--- src/hdl/fnsr_pkg.sv ---
`timescale 1ns / 1ps
// ----------------------------------------------------------------------------
// Frame number sequence repair: shared types and constants
// Result item layout, the two-wide push bundle into the result queue and the
// frame number limits for the supported disc types.
// ----------------------------------------------------------------------------
package fnsr_pkg;

  localparam int FN_W    = 18;
  localparam int TDATA_W = 24;
  localparam int TUSER_W = 2;

  typedef logic [FN_W-1:0] fnum_t;

  // Frame number limits, read as signed values.
  localparam fnum_t LIMIT_CAV = 18'd80000;
  localparam fnum_t LIMIT_PAL = 18'd105000;
  localparam fnum_t LIMIT_NTSC = 18'd121800;

  // Configuration register indexes.
  localparam logic REG_DISC_IS_CAV   = 1'b0;
  localparam logic REG_SOURCE_IS_PAL = 1'b1;

  // Result queue.
  localparam int OQ_DEPTH = 4;
  localparam int OQ_AW    = 2;
  localparam int OQ_CW    = 3;

  typedef struct packed {
    fnum_t number;
    logic  rewrite;
    logic  drop;
    logic  last;
  } result_t;

  // Up to two results per step; slot 1 is only used together with slot 0.
  typedef struct packed {
    logic    v0;
    logic    v1;
    result_t d0;
    result_t d1;
  } push_t;

endpackage

--- src/hdl/fnsr_out_fifo.sv ---
`timescale 1ns / 1ps
// ----------------------------------------------------------------------------
// Result queue
// Small queue that takes up to two results per cycle from the repair core and
// hands them out one per cycle on the output stream while it is ready.
// ----------------------------------------------------------------------------
module fnsr_out_fifo (
  input  logic              clk,
  input  logic              rst,
  input  fnsr_pkg::push_t   push,
  output logic              room,
  output logic              out_valid,
  input  logic              out_ready,
  output fnsr_pkg::result_t out_data
);
  import fnsr_pkg::*;

  result_t          mem [OQ_DEPTH];
  logic [OQ_AW-1:0] wr_ptr;
  logic [OQ_AW-1:0] rd_ptr;
  logic [OQ_CW-1:0] count;
  logic             pop;
  logic [OQ_CW-1:0] n_push;

  assign out_valid = (count != '0);
  assign out_data  = mem[rd_ptr];
  assign pop       = out_valid && out_ready;
  // Room for a two-result step regardless of what leaves this cycle.
  assign room      = (count <= OQ_CW'(OQ_DEPTH - 2));
  assign n_push    = OQ_CW'(push.v0) + OQ_CW'(push.v1);

  always_ff @(posedge clk) begin
    if (rst) begin
      wr_ptr <= '0;
      rd_ptr <= '0;
      count  <= '0;
    end else begin
      if (push.v0) begin
        mem[wr_ptr] <= push.d0;
      end
      if (push.v1) begin
        mem[wr_ptr + OQ_AW'(1)] <= push.d1;
      end
      wr_ptr <= wr_ptr + OQ_AW'(n_push);
      if (pop) begin
        rd_ptr <= rd_ptr + OQ_AW'(1);
      end
      count <= count + n_push - OQ_CW'(pop);
    end
  end

endmodule

--- src/hdl/fnsr_core.sv ---
`timescale 1ns / 1ps
// ----------------------------------------------------------------------------
// Repair core
// Fills missing numbers, keeps the lookahead window and decides the oldest pending
// frame against its corrected predecessor, one step per cycle while the result queue has room.
// ----------------------------------------------------------------------------
module fnsr_core #(
  parameter int D = 5
) (
  input  logic            clk,
  input  logic            rst,
  input  logic            disc_is_cav,
  input  logic            source_is_pal,
  input  logic            in_valid,
  input  fnsr_pkg::fnum_t in_num,
  input  logic            in_last,
  input  logic            room,
  output logic            take,
  output logic            flushing,
  output fnsr_pkg::push_t push
);
  import fnsr_pkg::*;

  localparam int CW = $clog2(D + 1);
  localparam int IW = (D > 1) ? $clog2(D) : 1;

  fnum_t         win_num [D];
  logic          win_rw  [D];
  logic [CW-1:0] seen;
  fnum_t         filled_prev;
  fnum_t         corr_prev;
  logic          held;
  fnum_t         held_num;
  logic          flush;

  fnum_t         fill_num;
  logic          fill_rw;
  logic          first_of_stream;
  logic          normal_dec;
  logic          dec_go;
  fnum_t         eff_num [D];
  logic          eff_rw  [D];
  logic [CW-1:0] dec_cnt;
  logic          dec_last;
  fnum_t         nxt;
  fnum_t         limit;
  logic          cond;
  logic          hit;
  logic          in_range;
  fnum_t         cur;
  logic          cur_rw;
  logic          cur_drop;
  fnum_t         want;

  assign flushing = flush;
  assign take     = room && !flush && in_valid;

  assign first_of_stream = !held && (seen == '0);
  assign fill_rw   = ($signed(in_num) < 18'sd1);
  assign fill_num  = fill_rw ? filled_prev + 18'd1 : in_num;
  assign normal_dec = !flush && in_valid && !first_of_stream && !in_last &&
                      (seen == CW'(D - 1));
  assign dec_go    = room && (flush || normal_dec);
  assign dec_cnt   = flush ? seen : CW'(D);
  assign dec_last  = flush && (seen == CW'(1));
  assign nxt       = corr_prev + 18'd1;
  assign want      = cur - 18'd1;
  assign limit     = disc_is_cav ? LIMIT_CAV : (source_is_pal ? LIMIT_PAL : LIMIT_NTSC);
  assign in_range  = ($signed(nxt) > 18'sd0) && ($signed(nxt) < $signed(limit));

  // In a steady-state step the newest number joins the window in the same cycle.
  always_comb begin
    for (int i = 0; i < D; i++) begin
      eff_num[i] = win_num[i];
      eff_rw[i]  = win_rw[i];
    end
    if (normal_dec) begin
      eff_num[D-1] = fill_num;
      eff_rw[D-1]  = fill_rw;
    end
  end

  always_comb begin
    cond = (eff_num[0] != nxt) && (corr_prev != '1) && (corr_prev != eff_num[0]);
    hit  = 1'b0;
    for (int g = 1; g < D; g++) begin
      if ((CW'(g) < dec_cnt) && (corr_prev == eff_num[g] - 18'(g + 1))) begin
        hit = 1'b1;
      end
    end
    cur      = eff_num[0];
    cur_rw   = eff_rw[0];
    cur_drop = 1'b0;
    if (cond && hit) begin
      cur    = in_range ? nxt : '1;
      cur_rw = 1'b1;
    end
    if (cond && !hit && (dec_cnt >= CW'(2))) begin
      cur_drop = 1'b1;
    end
    // Unless the first frame is still held, the final frame simply follows its predecessor.
    if (dec_last && !held && (cur != nxt)) begin
      cur    = nxt;
      cur_rw = 1'b1;
    end
  end

  always_comb begin
    push = '0;
    if (dec_go) begin
      if (held) begin
        push.v0 = 1'b1;
        push.d0 = '{number: want, rewrite: (held_num != want), drop: 1'b0, last: 1'b0};
        push.v1 = 1'b1;
        push.d1 = '{number: cur, rewrite: cur_rw, drop: cur_drop, last: dec_last};
      end else begin
        push.v0 = 1'b1;
        push.d0 = '{number: cur, rewrite: cur_rw, drop: cur_drop, last: dec_last};
      end
    end else if (take && first_of_stream && in_last) begin
      push.v0 = 1'b1;
      push.d0 = '{number: in_num, rewrite: 1'b0, drop: 1'b0, last: 1'b1};
    end
  end

  always_ff @(posedge clk) begin
    if (rst) begin
      seen        <= '0;
      held        <= 1'b0;
      flush       <= 1'b0;
      filled_prev <= '0;
      corr_prev   <= '0;
    end else if (dec_go) begin
      corr_prev <= cur;
      held      <= 1'b0;
      for (int i = 0; i < D - 1; i++) begin
        win_num[i] <= eff_num[i+1];
        win_rw[i]  <= eff_rw[i+1];
      end
      if (flush) begin
        seen <= seen - CW'(1);
        if (seen == CW'(1)) begin
          flush <= 1'b0;
        end
      end else begin
        filled_prev <= fill_num;
      end
    end else if (take) begin
      if (first_of_stream) begin
        if (!in_last) begin
          held        <= 1'b1;
          held_num    <= in_num;
          filled_prev <= in_num;
          corr_prev   <= in_num;
        end
      end else begin
        filled_prev                <= fill_num;
        win_num[seen[IW-1:0]]      <= fill_num;
        win_rw[seen[IW-1:0]]       <= fill_rw;
        seen                       <= seen + CW'(1);
        if (in_last) begin
          flush <= 1'b1;
        end
      end
    end
  end

endmodule

--- src/hdl/frame_number_sequence_repair.sv ---
`timescale 1ns / 1ps
// ----------------------------------------------------------------------------
// Frame number sequence repair
// Repairs a stream of decoded frame numbers: fills missing numbers, corrects
// frames that break the sequence when later frames confirm it, and flags
// frames that cannot be confirmed.
// ----------------------------------------------------------------------------
// Usage:
//   Items enter on s_axis (frame number in tdata, end of stream in tlast) and
//   results leave on m_axis (repaired number in tdata, flags in tuser, tlast
//   on the final result of a stream). cfg_we/cfg_addr/cfg_wdata write the
//   disc type registers while the block is idle.
//   An item is registered at the input, then handled by the core and placed in
//   a four-entry result queue. A frame is decided once LOOKAHEAD_DEPTH-1 later
//   frames have arrived; the first frame of a stream comes out together with
//   the second. Throughput is one item per cycle while the result queue has
//   room. On the last item of a stream the core flushes its window, one step
//   per cycle while the queue has room, and takes no new item meanwhile.
//   Reset clears all stream state and sets both registers to 1 (CAV disc).
//   When m_axis_tready is low the queue fills, the core pauses and
//   s_axis_tready drops once the input register is occupied.
// ----------------------------------------------------------------------------
module frame_number_sequence_repair #(
  parameter int LOOKAHEAD_DEPTH = 5
) (
  input  logic                           clk,
  input  logic                           rst,
  input  logic                           cfg_we,
  input  logic                           cfg_addr,
  input  logic                           cfg_wdata,
  input  logic                           s_axis_tvalid,
  output logic                           s_axis_tready,
  input  logic [fnsr_pkg::TDATA_W-1:0]   s_axis_tdata,   // [17:0] frame_number
  input  logic                           s_axis_tlast,   // last_in
  output logic                           m_axis_tvalid,
  input  logic                           m_axis_tready,
  output logic [fnsr_pkg::TDATA_W-1:0]   m_axis_tdata,   // [17:0] fixed_number
  output logic [fnsr_pkg::TUSER_W-1:0]   m_axis_tuser,   // [0] rewrite_flag, [1] delete_flag
  output logic                           m_axis_tlast    // last_out
);
  import fnsr_pkg::*;

  logic    disc_is_cav;
  logic    source_is_pal;
  logic    in_v;
  fnum_t   in_num;
  logic    in_last;
  logic    take;
  logic    flushing;
  logic    room;
  push_t   push;
  result_t res;

  always_ff @(posedge clk) begin
    if (rst) begin
      disc_is_cav   <= 1'b1;
      source_is_pal <= 1'b1;
    end else if (cfg_we) begin
      unique case (cfg_addr)
        REG_DISC_IS_CAV:   disc_is_cav   <= cfg_wdata;
        REG_SOURCE_IS_PAL: source_is_pal <= cfg_wdata;
        default: ;
      endcase
    end
  end

  assign s_axis_tready = !in_v || take;

  always_ff @(posedge clk) begin
    if (rst) begin
      in_v <= 1'b0;
    end else if (s_axis_tvalid && s_axis_tready) begin
      in_v    <= 1'b1;
      in_num  <= s_axis_tdata[FN_W-1:0];
      in_last <= s_axis_tlast;
    end else if (take) begin
      in_v <= 1'b0;
    end
  end

  fnsr_core #(
    .D (LOOKAHEAD_DEPTH)
  ) u_core (
    .clk           (clk),
    .rst           (rst),
    .disc_is_cav   (disc_is_cav),
    .source_is_pal (source_is_pal),
    .in_valid      (in_v),
    .in_num        (in_num),
    .in_last       (in_last),
    .room          (room),
    .take          (take),
    .flushing      (flushing),
    .push          (push)
  );

  fnsr_out_fifo u_out_fifo (
    .clk       (clk),
    .rst       (rst),
    .push      (push),
    .room      (room),
    .out_valid (m_axis_tvalid),
    .out_ready (m_axis_tready),
    .out_data  (res)
  );

  assign m_axis_tdata = {{(TDATA_W - FN_W){1'b0}}, res.number};
  assign m_axis_tuser = {res.drop, res.rewrite};
  assign m_axis_tlast = res.last;

  a_push_order: assert property (@(posedge clk) disable iff (rst)
    push.v1 |-> push.v0)
    else $error("second result pushed without the first");

  a_no_take_in_flush: assert property (@(posedge clk) disable iff (rst)
    take |-> !flushing)
    else $error("input item taken while the window is flushing");

  a_push_room: assert property (@(posedge clk) disable iff (rst)
    push.v0 |-> room)
    else $error("result pushed into a full queue");

  a_take_needs_item: assert property (@(posedge clk) disable iff (rst)
    take |-> in_v)
    else $error("core took an item from an empty input register");

endmodule

--- config.mk ---
export PLATFORM = sky130hd
export DESIGN_NAME = frame_number_sequence_repair
export DESIGN_NICKNAME = d
export VERILOG_FILES = /design/src/hdl/fnsr_pkg.sv /design/src/hdl/fnsr_out_fifo.sv /design/src/hdl/fnsr_core.sv /design/src/hdl/frame_number_sequence_repair.sv
export SDC_FILE = /design/constraint.sdc
export NUM_CORES = 1
export LEC_CHECK = 0
export BUFFER_PORTS_ARGS = -buffer_cell sky130_fd_sc_hd__buf_2
export CAP_MARGIN = 20
export CORE_MARGIN = 8
export CORE_UTILIZATION = 25
export DETAILED_ROUTE_END_ITERATION = 10
export PLACE_DENSITY = 0.35
export SLEW_MARGIN = 20
export SYNTH_ARGS = -nofsm -noshare
export SYNTH_HDL_FRONTEND = slang
export SYNTH_HIERARCHICAL = 1
export SYNTH_SLANG_ARGS = --single-unit
--- constraint.sdc ---
create_clock -name clk -period 9.6 [get_ports clk]
set_input_delay 1.92 -clock clk [delete_from_list [all_inputs] [get_ports clk]]
set_output_delay 1.92 -clock clk [all_outputs]
set_load 0.05 [all_outputs]
==> impl_metrics.csv, run 1 <==
group,metric,value,unit
status,outcome,"finished, final reports clean",
worst_setup_path,worstPathRequired,9.90,ns
finish,fillerInstances,7841,
sta,final_max_slew_viol_count,0,
synth,synthDistinctLibCells,117,
die,fp.dieW,290.7,microns
synth,synth-seq-cells,269,
detailed_routing,via_count,15410,
clocking,ctsHoldBuffers,0,
global_route,overflow,0,
die,fp-row-count,100,
pwr,switching_share,35.29,%
sta,finalSetupViolations,0,
clocking,cts_root_buf,"clkbuf_16",
clocking,cts_buffers,37,
placement,dpl.cell_count,2880,
hold_path,hold_path.class,"reg2reg",
detailed_routing,ant_nets,0,
sta,tightest_slew,1.087,ns
die,die_h,290.7,microns
pwr,p_per_area,182.8,mW/mm^2
sta,relSlewSlack,27.20,%
finish,utilization,29.01,%
sta,rsz0062_at_grt,"false",
synth,synth_area_per_cell,9.921,sq um
detailed_routing,wirelength,74460,microns
sta,min_period_over_period,87.94,%
global_route,grt_pass1_vias,15070,
die,start_util,25.31,%
finish,regArea,0.007547,sq mm
worst_setup_path,critPathMaxStageDelay,0.55,ns
die,core-area,0.07457,sq mm
detailed_routing,via_per_inst,5.230,
clocking,cts_resized,0,
detailed_routing,avgRoutedWirePerCell,25.27,microns
global_route,track_usage,16.84,%
sta,post-route-min-period,8.442,ns
pwr,p_leak,7.490,nW
global_route,grt_pass1_wl,107600,microns
clocking,clockBufferDepth,3,
worst_setup_path,cp_max_fo,22,
finish,layout_commonest_cell,"edfxtp_1",
pwr,combPwrFrac,28.4,%
worst_setup_path,crit_path_end_kind,"register",
worst_setup_path,worstSetupPathType,"reg2reg",
finish,final_cell_mix,"edfxtp_1 (216), nand2_1 (203), nor2_1 (169)",
synth,ys_warn_count,6,
finish,drive_above_1_share,19.11,%
synth,ys_seq_area_share,39.99,%
finish,antenna_cells,0,
worst_setup_path,cp_num_buf_inv,4,
pwr,irDropWorstVdd,0.0001130,V
placement,io_buffers,48,
finish,stdcell_count,2947,
finish,multiInputGateArea,0.01064,sq mm
pwr,p_int,2.558,mW
finish,finalNetCount,2008,
worst_setup_path,worstSetupStartpointType,"register",
pwr,p_sw,1.395,mW
clocking,cts_tree,"built",
sta,finalSetupTns,0,ns
detailed_routing,drt_iter0_drc,1103,
worst_setup_path,worstPathArrival,8.74,ns
synth,synth_area,0.01887,sq mm
synth,netlist_instances,1902,
global_route,antenna_found_initial,2,
synth,synth_flop_cell,"edfxtp_1",
clocking,clock_sinks,269,
worst_setup_path,cp_slowest_cell,"or4b_1",
synth,synth_edf_count,216,
detailed_routing,first_pass_iters,5,
placement,globalplace.congestion,0.8624,
pwr,pwr-share-clk,35.0,%
global_route,grt_max_degree,41,
worst_setup_path,cp_top_family,"simple AND/OR/NAND/NOR gates",
sta,fmax,118.5,MHz
clocking,htree_levels,2,
sta,finalWorstSetupSlack,1.158,ns
sta,skew,0.02083,ns
finish,syn_to_final_growth,14.64,%
synth,async_flop_share,0,%
worst_setup_path,cpMostUsedCell,"buf_4",
detailed_routing,drc_errors,0,
clocking,post_cts_buffers,0,
die,die_area,0.08453,sq mm
clocking,clk_pin_slew,0.06,ns
placement,hpwl,55020,microns
sta,finalHoldViolCount,0,
pwr,p_seq_share,36.6,%
die,ios,61,
job,cap_viol_max_count,0,
clocking,insertion_delay,0.56,ns
placement,dpl_worst_slack,1.258,ns
[metrics by stage]
stage          instance area [sq um]  hold slack, ns  power [mW]
2_1_floorplan                  18890          0.4520       2.209
3_3_place_gp                   20420          0.4894       2.594
3_5_place_dp                   20440          0.4944       2.599
4_1_cts                        21630          0.5043       4.012
5_1_grt                        21630          0.5397       4.130
6_report                       21630          0.5089       3.954
[registers in the layout (all words and copies together) (netlist names), 2 cells and up, named ones only]
signal	flops
u_core/win_num	90
u_out_fifo/mem	84
in_num	18
u_core/corr_prev	18
u_core/filled_prev	18
u_core/held_num	18
u_core/win_rw	5
u_core/seen	3
u_out_fifo/count	3
u_out_fifo/rd_ptr	2
u_out_fifo/wr_ptr	2
[layout make-up]
class	instances	share of cell area, %
multi-input cells	1457	49.16
flip-flops and latches	269	34.89
clock buffers	47	4.592
inverters	60	1.053
repair buffers	125	3.794
well taps	969	5.604
clock inverters	20	0.9080
[power groups by stage]
stage / logic [mW] / clock network [mW] / registers (mW)
floorplan: 0.790 / 0 / 1.42
global placement: 1.12 / 0 / 1.47
detailed placement: 1.13 / 0 / 1.47
CTS: 1.13 / 1.43 / 1.45
global route: 1.20 / 1.47 / 1.46
finish: 1.12 / 1.39 / 1.45
[synthesized netlist by cell type (24+ instances only)]
cell type / instances / area share, %
a211oi_1: 28 / 1.1
a21oi_1: 80 / 2.1
and2_1: 24 / 0.80
clkbuf_1: 80 / 1.6
dfxtp_1: 53 / 5.6
edfxtp_1: 216 / 34
ha_1: 25 / 1.7
inv_1: 58 / 1.2
mux2_2: 57 / 3.4
mux2_4: 43 / 3.4
nand2_1: 203 / 4.0
nand3_1: 51 / 1.4
nand4_1: 30 / 0.99
nor2_1: 170 / 3.4
nor3_1: 39 / 1.0
nor4_1: 28 / 0.93
o21ai_0: 68 / 1.8
xnor2_1: 117 / 5.4
xor2_1: 65 / 3.0
[kinds of logic after synthesis]
family,count (synthesis),share of synthesized area [%]
xor+xnor,185,8.812
mux,167,11.95
fa+ha+maj,26,1.764
flops,269,39.99
compound gates,383,14.67
other cells,1,0.01987
buf+inv,181,4.230
simple gates,690,18.56
[worst min-delay path: stages (launching register included)]
cell and delay, ns:
dfxtp_1 0.34, nand2_1 0.07, a21oi_1 0.05
[layer usage]
metal	track usage, %	wire length, microns	vias to the layer above
met1	22.81	34700	7708
li1	-	-	7212
met4	4.519	1842	0
met3	2.176	2983	92
met5	0	0	-
met2	28.05	34940	401
[final timing paths]
path / from / to / slack [ns] / cells past startpoint
worst max register to register: in_num[2]$_DFFE_PP_ / u_out_fifo/mem[1][2]$_DFFE_PP_ / 1.16 / 26
worst min register to register: u_core/filled_prev[14]$_SDFFE_PP0P_ / u_core/filled_prev[14]$_SDFFE_PP0P_ / 0.51 / 2
worst max-delay path: in_num[2]$_DFFE_PP_ / u_out_fifo/mem[1][2]$_DFFE_PP_ / 1.16 / 26
worst min-delay path: u_core/filled_prev[14]$_SDFFE_PP0P_ / u_core/filled_prev[14]$_SDFFE_PP0P_ / 0.51 / 2
Note: power is estimated with default switching activity, not from simulation.
==> inputs of run 2 (changes only) <==
CORE_MARGIN = unset   (was 8)
==> impl_metrics.csv, run 2 (same netlist as run 1, synthesis figures left out) <==
group,metric,value,unit
status,outcome,"finished, final reports clean",
die,ios,61,
pwr,p_leak,7.498,nW
finish,utilization,29.04,%
clocking,post_cts_buffers,0,
die,core-area,0.07457,sq mm
global_route,grt_pass1_wl,108000,microns
clocking,clk_pin_slew,0.06,ns
sta,finalSetupViolations,0,
global_route,grt_max_degree,41,
finish,drive_above_1_share,18.84,%
clocking,htree_levels,2,
global_route,grt_most_used_layer,"met2",
clocking,ctsHoldBuffers,0,
sta,rsz0062_at_grt,"false",
sta,final_max_slew_viol_count,0,
pwr,p_total,3.971,mW
placement,hpwl,54440,microns
detailed_routing,avgRoutedWirePerCell,24.98,microns
sta,skew,0.02658,ns
sta,finalWorstSetupSlack,1.164,ns
detailed_routing,first_pass_iters,5,
global_route,grt_use_met3,2.261,%
global_route,overflow,0,
sta,relSlewSlack,21.69,%
worst_setup_path,worstSetupPathType,"reg2reg",
detailed_routing,ant_nets,0,
worst_setup_path,worstPathArrival,8.73,ns
pwr,irDropWorstVdd,0.0001033,V
die,start_util,25.31,%
global_route,grtUsageMet2,32.00,%
detailed_routing,drt_iter0_drc,1096,
sta,hold_ws,0.5047,ns
worst_setup_path,worstPathRequired,9.90,ns
clocking,insertion_delay,0.57,ns
clocking,cts_resized,0,
finish,antenna_cells,0,
finish,final_cell_mix,"edfxtp_1 (216), nand2_1 (203), nor2_1 (169)",
global_route,track_usage,18.95,%
clocking,cts_buffers,36,
detailed_routing,via_count,15350,
global_route,met1_usage,25.74,%
hold_path,hold_path.class,"reg2reg",
sta,finalHoldViolCount,0,
worst_setup_path,worstSetupStartpointType,"register",
sta,fmax,118.5,MHz
finish,stdcell_count,2943,
worst_setup_path,crit_path_end_kind,"register",
pwr,p_per_area,183.3,mW/mm^2
placement,globalplace.congestion,0.9167,
worst_setup_path,cp_max_fo,18,
placement,io_buffers,48,
clocking,clockBufferDepth,3,
finish,finalNetCount,2004,
sta,finalSetupTns,0,ns
placement,place_area,0.02041,sq mm
finish,largest_reg_flops,90,
die,die_area,0.07659,sq mm
clocking,cts_tree,"built",
global_route,grt_pass1_vias,15380,
detailed_routing,drc_errors,0,
clocking,clock_sinks,269,
clocking,cts_root_buf,"clkbuf_16",
die,fp.dieW,276.7,microns
finish,reg_top3,"u_core/win_num: 90 flops, u_out_fifo/mem: 84 flops",
placement,dpl_worst_slack,1.298,ns
die,fp-row-count,100,
finish,layout_commonest_cell,"edfxtp_1",
detailed_routing,via_per_inst,5.215,
global_route,antenna_found_initial,2,
worst_setup_path,ff2ff_setup_slack,1.16,ns
finish,fin_area,0.02166,sq mm
die,die_h,276.7,microns
sta,tightest_slew,1.170,ns
sta,min_period_over_period,87.88,%
sta,post-route-min-period,8.436,ns
finish,regMostFlops,"u_core/win_num",
detailed_routing,wirelength,73520,microns
placement,dpl.cell_count,2877,
job,cap_viol_max_count,0,
finish,syn_to_final_growth,14.77,%
[run 2: changes by cell type in the layout (fill, tap and decap cells not counted), moves of 2 or more]
| cell | before | now |
|---|---|---|
| clkinv_1 | 5 | 8 |
| clkbuf_8 | 3 | 1 |
| buf_4 | 78 | 75 |
| clkbuf_16 | 37 | 39 |
| inv_6 | 3 | 1 |
| clkinvlp_4 | 3 | 0 |
[run 2: final cells by class]
cell class / count / area [sq um]
timing repair buffer: 122 / 798.3
tap: 969 / 1212
fill: 7837 / 52910
clock inverter: 20 / 214.0
inverter: 60 / 227.7
clock buffer: 46 / 1012
multi-input combinational: 1457 / 10650
sequential: 269 / 7547
[run 2: path summary, 6_finish.rpt]
check                                 startpoint                                   to  cells after the start
max                  u_core/seen[0]$_SDFFE_PP0P_       u_out_fifo/mem[1][2]$_DFFE_PP_                     27
min          u_core/filled_prev[14]$_SDFFE_PP0P_  u_core/filled_prev[14]$_SDFFE_PP0P_                      2
max reg2reg          u_core/seen[0]$_SDFFE_PP0P_       u_out_fifo/mem[1][2]$_DFFE_PP_                     27
min reg2reg  u_core/filled_prev[14]$_SDFFE_PP0P_  u_core/filled_prev[14]$_SDFFE_PP0P_                      2
[run 2: metal layers]
metal | vias to the layer above | share of wire [%]
met3 | 81 | 3.7
met2 | 335 | 48
met5 | - | 0
li1 | 7188 | -
met1 | 7745 | 47
met4 | 0 | 1.9
[run 2: critical path, cell delays in order, from the launching register on]
cell	delay (ns)
dfxtp_1	0.64
inv_1	0.13
ha_1	0.28
nand2_1	0.57
nor2_1	0.18
or2_2	0.32
ha_1	0.31
xnor2_1	0.13
a21oi_1	0.12
o21ai_0	0.12
or4_1	0.49
o31ai_1	0.10
nand4_1	0.17
a211oi_2	0.56
a31o_4	0.30
mux2_4	0.32
nor4_4	0.55
or2_0	0.33
o22ai_1	0.14
buf_4	0.19
ha_1	0.32
xnor2_1	0.15
a2111oi_2	0.29
o211ai_1	0.15
or4b_1	0.55
nor4_1	0.20
a21oi_1	0.20
mux2_1	0.33
[run 2: report_power, final]
group / leakage [nW] / switching (mW) / internal, mW / total, mW
combinational: 4.49 / 0.717 / 0.391 / 1.11
sequential: 2.41 / 0.109 / 1.35 / 1.46
clock: 0.599 / 0.572 / 0.834 / 1.41
total: 7.50 / 1.40 / 2.57 / 3.97
==> inputs of run 3 (changes only) <==
CTS_CLUSTER_DIAMETER = 50   (was unset)
SYNTH_HIERARCHICAL = unset   (was 1)
==> impl_metrics.csv, run 3 <==
group,metric,value,unit
die,fp-row-count,98,
placement,hpwl,54480,microns
worst_setup_path,worstSetupPathType,"reg2reg",
worst_setup_path,r2r_start,"in_num[14]$_DFFE_PP_",
synth,yosysTopAreaCellShare,35.39,%
synth,synth.area.top_cells,"edfxtp_1 (35%), xnor2_1 (6.8%), dfxtp_1 (5.8%)",
worst_setup_path,cp_cell_sequence,"nor4_2 -> and3_1 -> a21oi_4 -> inv_4 -> a21o_1 -> o21ai_2 -> nor4_1 -> a21oi_1 -> nor4_1 -> buf_4 -> and2_1 -> nand2_1 -> a211oi_1 -> nand4_1 -> nand2_1 -> o22a_1 -> xor2_1 -> or4b_2 -> a22oi_1 -> a31oi_1",
synth,ys_warn_count,0,
sta,relSlewSlack,23.50,%
clocking,ctsHoldBuffers,0,
placement,dpl.cell_count,2935,
placement,io_buffers,48,
clocking,clock_sinks,269,
detailed_routing,wirelength,73990,microns
job,cap_viol_max_count,0,
worst_setup_path,ff2ff_setup_slack,0.94,ns
global_route,grt_pass1_wl,107100,microns
clocking,clk_pin_slew,0.05,ns
worst_setup_path,critPathMaxStageDelay,0.82,ns
die,die_h,272.8,microns
die,core-area,0.07198,sq mm
synth,synth-simple-area-share,19.54,%
sta,min_period_over_period,90.22,%
clocking,htree_levels,2,
synth,synthTopCellsByCount,"edfxtp_1 (216), nand2_1 (206), nor2_1 (194), xnor2_1 (142), o21ai_0 (128)",
detailed_routing,via_count,15820,
sta,skew,0.02334,ns
detailed_routing,drt_iter0_drc,1184,
sta,rsz0062_at_grt,"false",
clocking,clockBufferDepth,3,
synth,synth_mux_area_share,6.253,%
clocking,cts_root_buf,"clkbuf_16",
worst_setup_path,startpoint,"in_num[14]$_DFFE_PP_",
die,die_area,0.07441,sq mm
synth,synth_area,0.01833,sq mm
finish,reg_top3,"u_core.win_num: 90 flops, u_out_fifo.mem: 84 flops",
sta,finalSetupTns,0,ns
sta,fmax,115.5,MHz
global_route,overflow,0,
sta,post-route-min-period,8.662,ns
worst_setup_path,worstPathRequired,9.91,ns
placement,globalplace.congestion,0.8360,
pwr,p_per_area,189.8,mW/mm^2
global_route,grt_max_degree,62,
finish,syn_to_final_growth,16.89,%
hold_path,hold_path.class,"reg2reg",
synth,synth_flop_cell,"edfxtp_1",
clocking,cts_resized,0,
finish,final_cell_mix,"edfxtp_1 (216), nand2_1 (206), nor2_1 (194)",
synth,synth_top_area_cell,"edfxtp_1",
worst_setup_path,cp_slowest_cell,"nor4_1",
sta,final_max_slew_viol_count,0,
die,start_util,25.47,%
finish,regArea,0.007547,sq mm
worst_setup_path,crit_path_end_kind,"register",
sta,finalSetupViolations,0,
detailed_routing,first_pass_iters,5,
clocking,post_cts_buffers,0,
synth,netlist_instances,1985,
synth,synth_compound_area_share,17.52,%
worst_setup_path,worstSetupStartpointType,"register",
detailed_routing,ant_nets,0,
worst_setup_path,worstPathArrival,8.97,ns
synth,async_flop_share,0,%
synth,ys_seq_area_share,41.17,%
finish,regMostFlops,"u_core.win_num",
synth,synth.most_common_cell,"edfxtp_1",
finish,layout_commonest_cell,"edfxtp_1",
synth,synth-seq-cells,269,
sta,finalHoldViolCount,0,
synth,synth_area_per_cell,9.234,sq um
pwr,irDropWorstVdd,0.0001797,V
synth,synth_edf_count,216,
synth,synthDistinctLibCells,104,
finish,largest_reg_flops,90,
detailed_routing,drc_errors,0,
die,ios,61,
global_route,grt_pass1_vias,15410,
finish,fillerInstances,7572,
finish,drive_above_1_share,15.11,%
synth,synthAdderAreaFrac,1.747,%
sta,tightest_slew,1.142,ns
status,outcome,"finished, final reports clean",
pwr,p_leak,7.446,nW
synth,synth_top_family_by_area,"simple AND/OR/NAND/NOR gates",
clocking,insertion_delay,0.59,ns
sta,hold_ws,0.4988,ns
clocking,cts_tree,"built",
synth,synth_xor_area_share,9.700,%
die,fp.dieW,272.8,microns
global_route,track_usage,19.67,%
hold_path,min-delay-start,"source_is_pal$_SDFFE_PP1P_",
finish,multiInputGateArea,0.01013,sq mm
clocking,cts_buffers,47,
finish,stdcell_count,3024,
finish,finalNetCount,2091,
worst_setup_path,cp_max_fo,24,
global_route,antenna_found_initial,4,
detailed_routing,avgRoutedWirePerCell,24.47,microns
detailed_routing,via_per_inst,5.230,
[run 3: final cells by class]
| type | instances | area share [%] |
|---|---|---|
| repair buffers | 122 | 3.732 |
| clock buffers | 53 | 5.641 |
| diodes | 2 | 0.02336 |
| multi-input cells | 1542 | 47.26 |
| clock inverters | 34 | 1.647 |
| flip-flops and latches | 269 | 35.23 |
| inverters | 52 | 0.9227 |
| well taps | 950 | 5.548 |
[run 3: layer usage]
| layer | up-vias | wire, microns | part of all wire, % | global-route usage [%] |
|---|---|---|---|---|
| met1 | 7763 | 32760 | 44 | 26.13 |
| met3 | 122 | 4681 | 6.3 | 3.892 |
| li1 | 7465 | - | - | - |
| met5 | - | 0 | 0 | 0 |
| met4 | 0 | 2466 | 3.3 | 7.170 |
| met2 | 467 | 34080 | 46 | 31.47 |
[run 3: cell families after synthesis]
| family | after synthesis |
|---|---|
| other | 1 |
| flip-flops | 269 |
| XOR/XNOR | 203 |
| buffers and inverters | 179 |
| AND/OR/NAND/NOR | 723 |
| multiplexers | 83 |
| AO/OA/AOI/OAI | 502 |
| adder cells (fa/ha/maj) | 25 |
[run 3: critical path, delay by kind of cell, from the launching register on]
kind / cells / cell delay (ns)
DFF: 1 / 0.73
buffers and inverters: 2 / 0.55
xor gates and xnor gates: 1 / 0.16
AOI/OAI and AO/OA: 8 / 2.62
and+or+nand+nor: 9 / 4.29
[run 3: worst paths after layout]
check / depth (start not counted) / end
worst max-delay path: 20 / u_out_fifo.mem[1][2]$_DFFE_PP_
worst min-delay path: 2 / source_is_pal$_SDFFE_PP1P_
worst max register to register: 20 / u_out_fifo.mem[1][2]$_DFFE_PP_
worst min register to register: 2 / source_is_pal$_SDFFE_PP1P_
[run 3: metrics by stage]
stage	setup slack (ns)	cell area [sq um]	power, mW	utilization, %
2_1_floorplan	2.540	18350	2.077	-
3_3_place_gp	1.110	19840	2.414	27.56
3_5_place_dp	1.108	19860	2.418	27.59
4_1_cts	1.096	21420	4.122	29.76
5_1_grt	0.5432	21420	4.249	29.76
6_report	0.9385	21430	4.067	29.77
[run 3: where the power goes]
part,internal (mW),leakage (nW),switching (mW)
Sequential,1.33,2.41,0.0843
Clock,1.01,0.736,0.672
Combinational,0.323,4.30,0.648
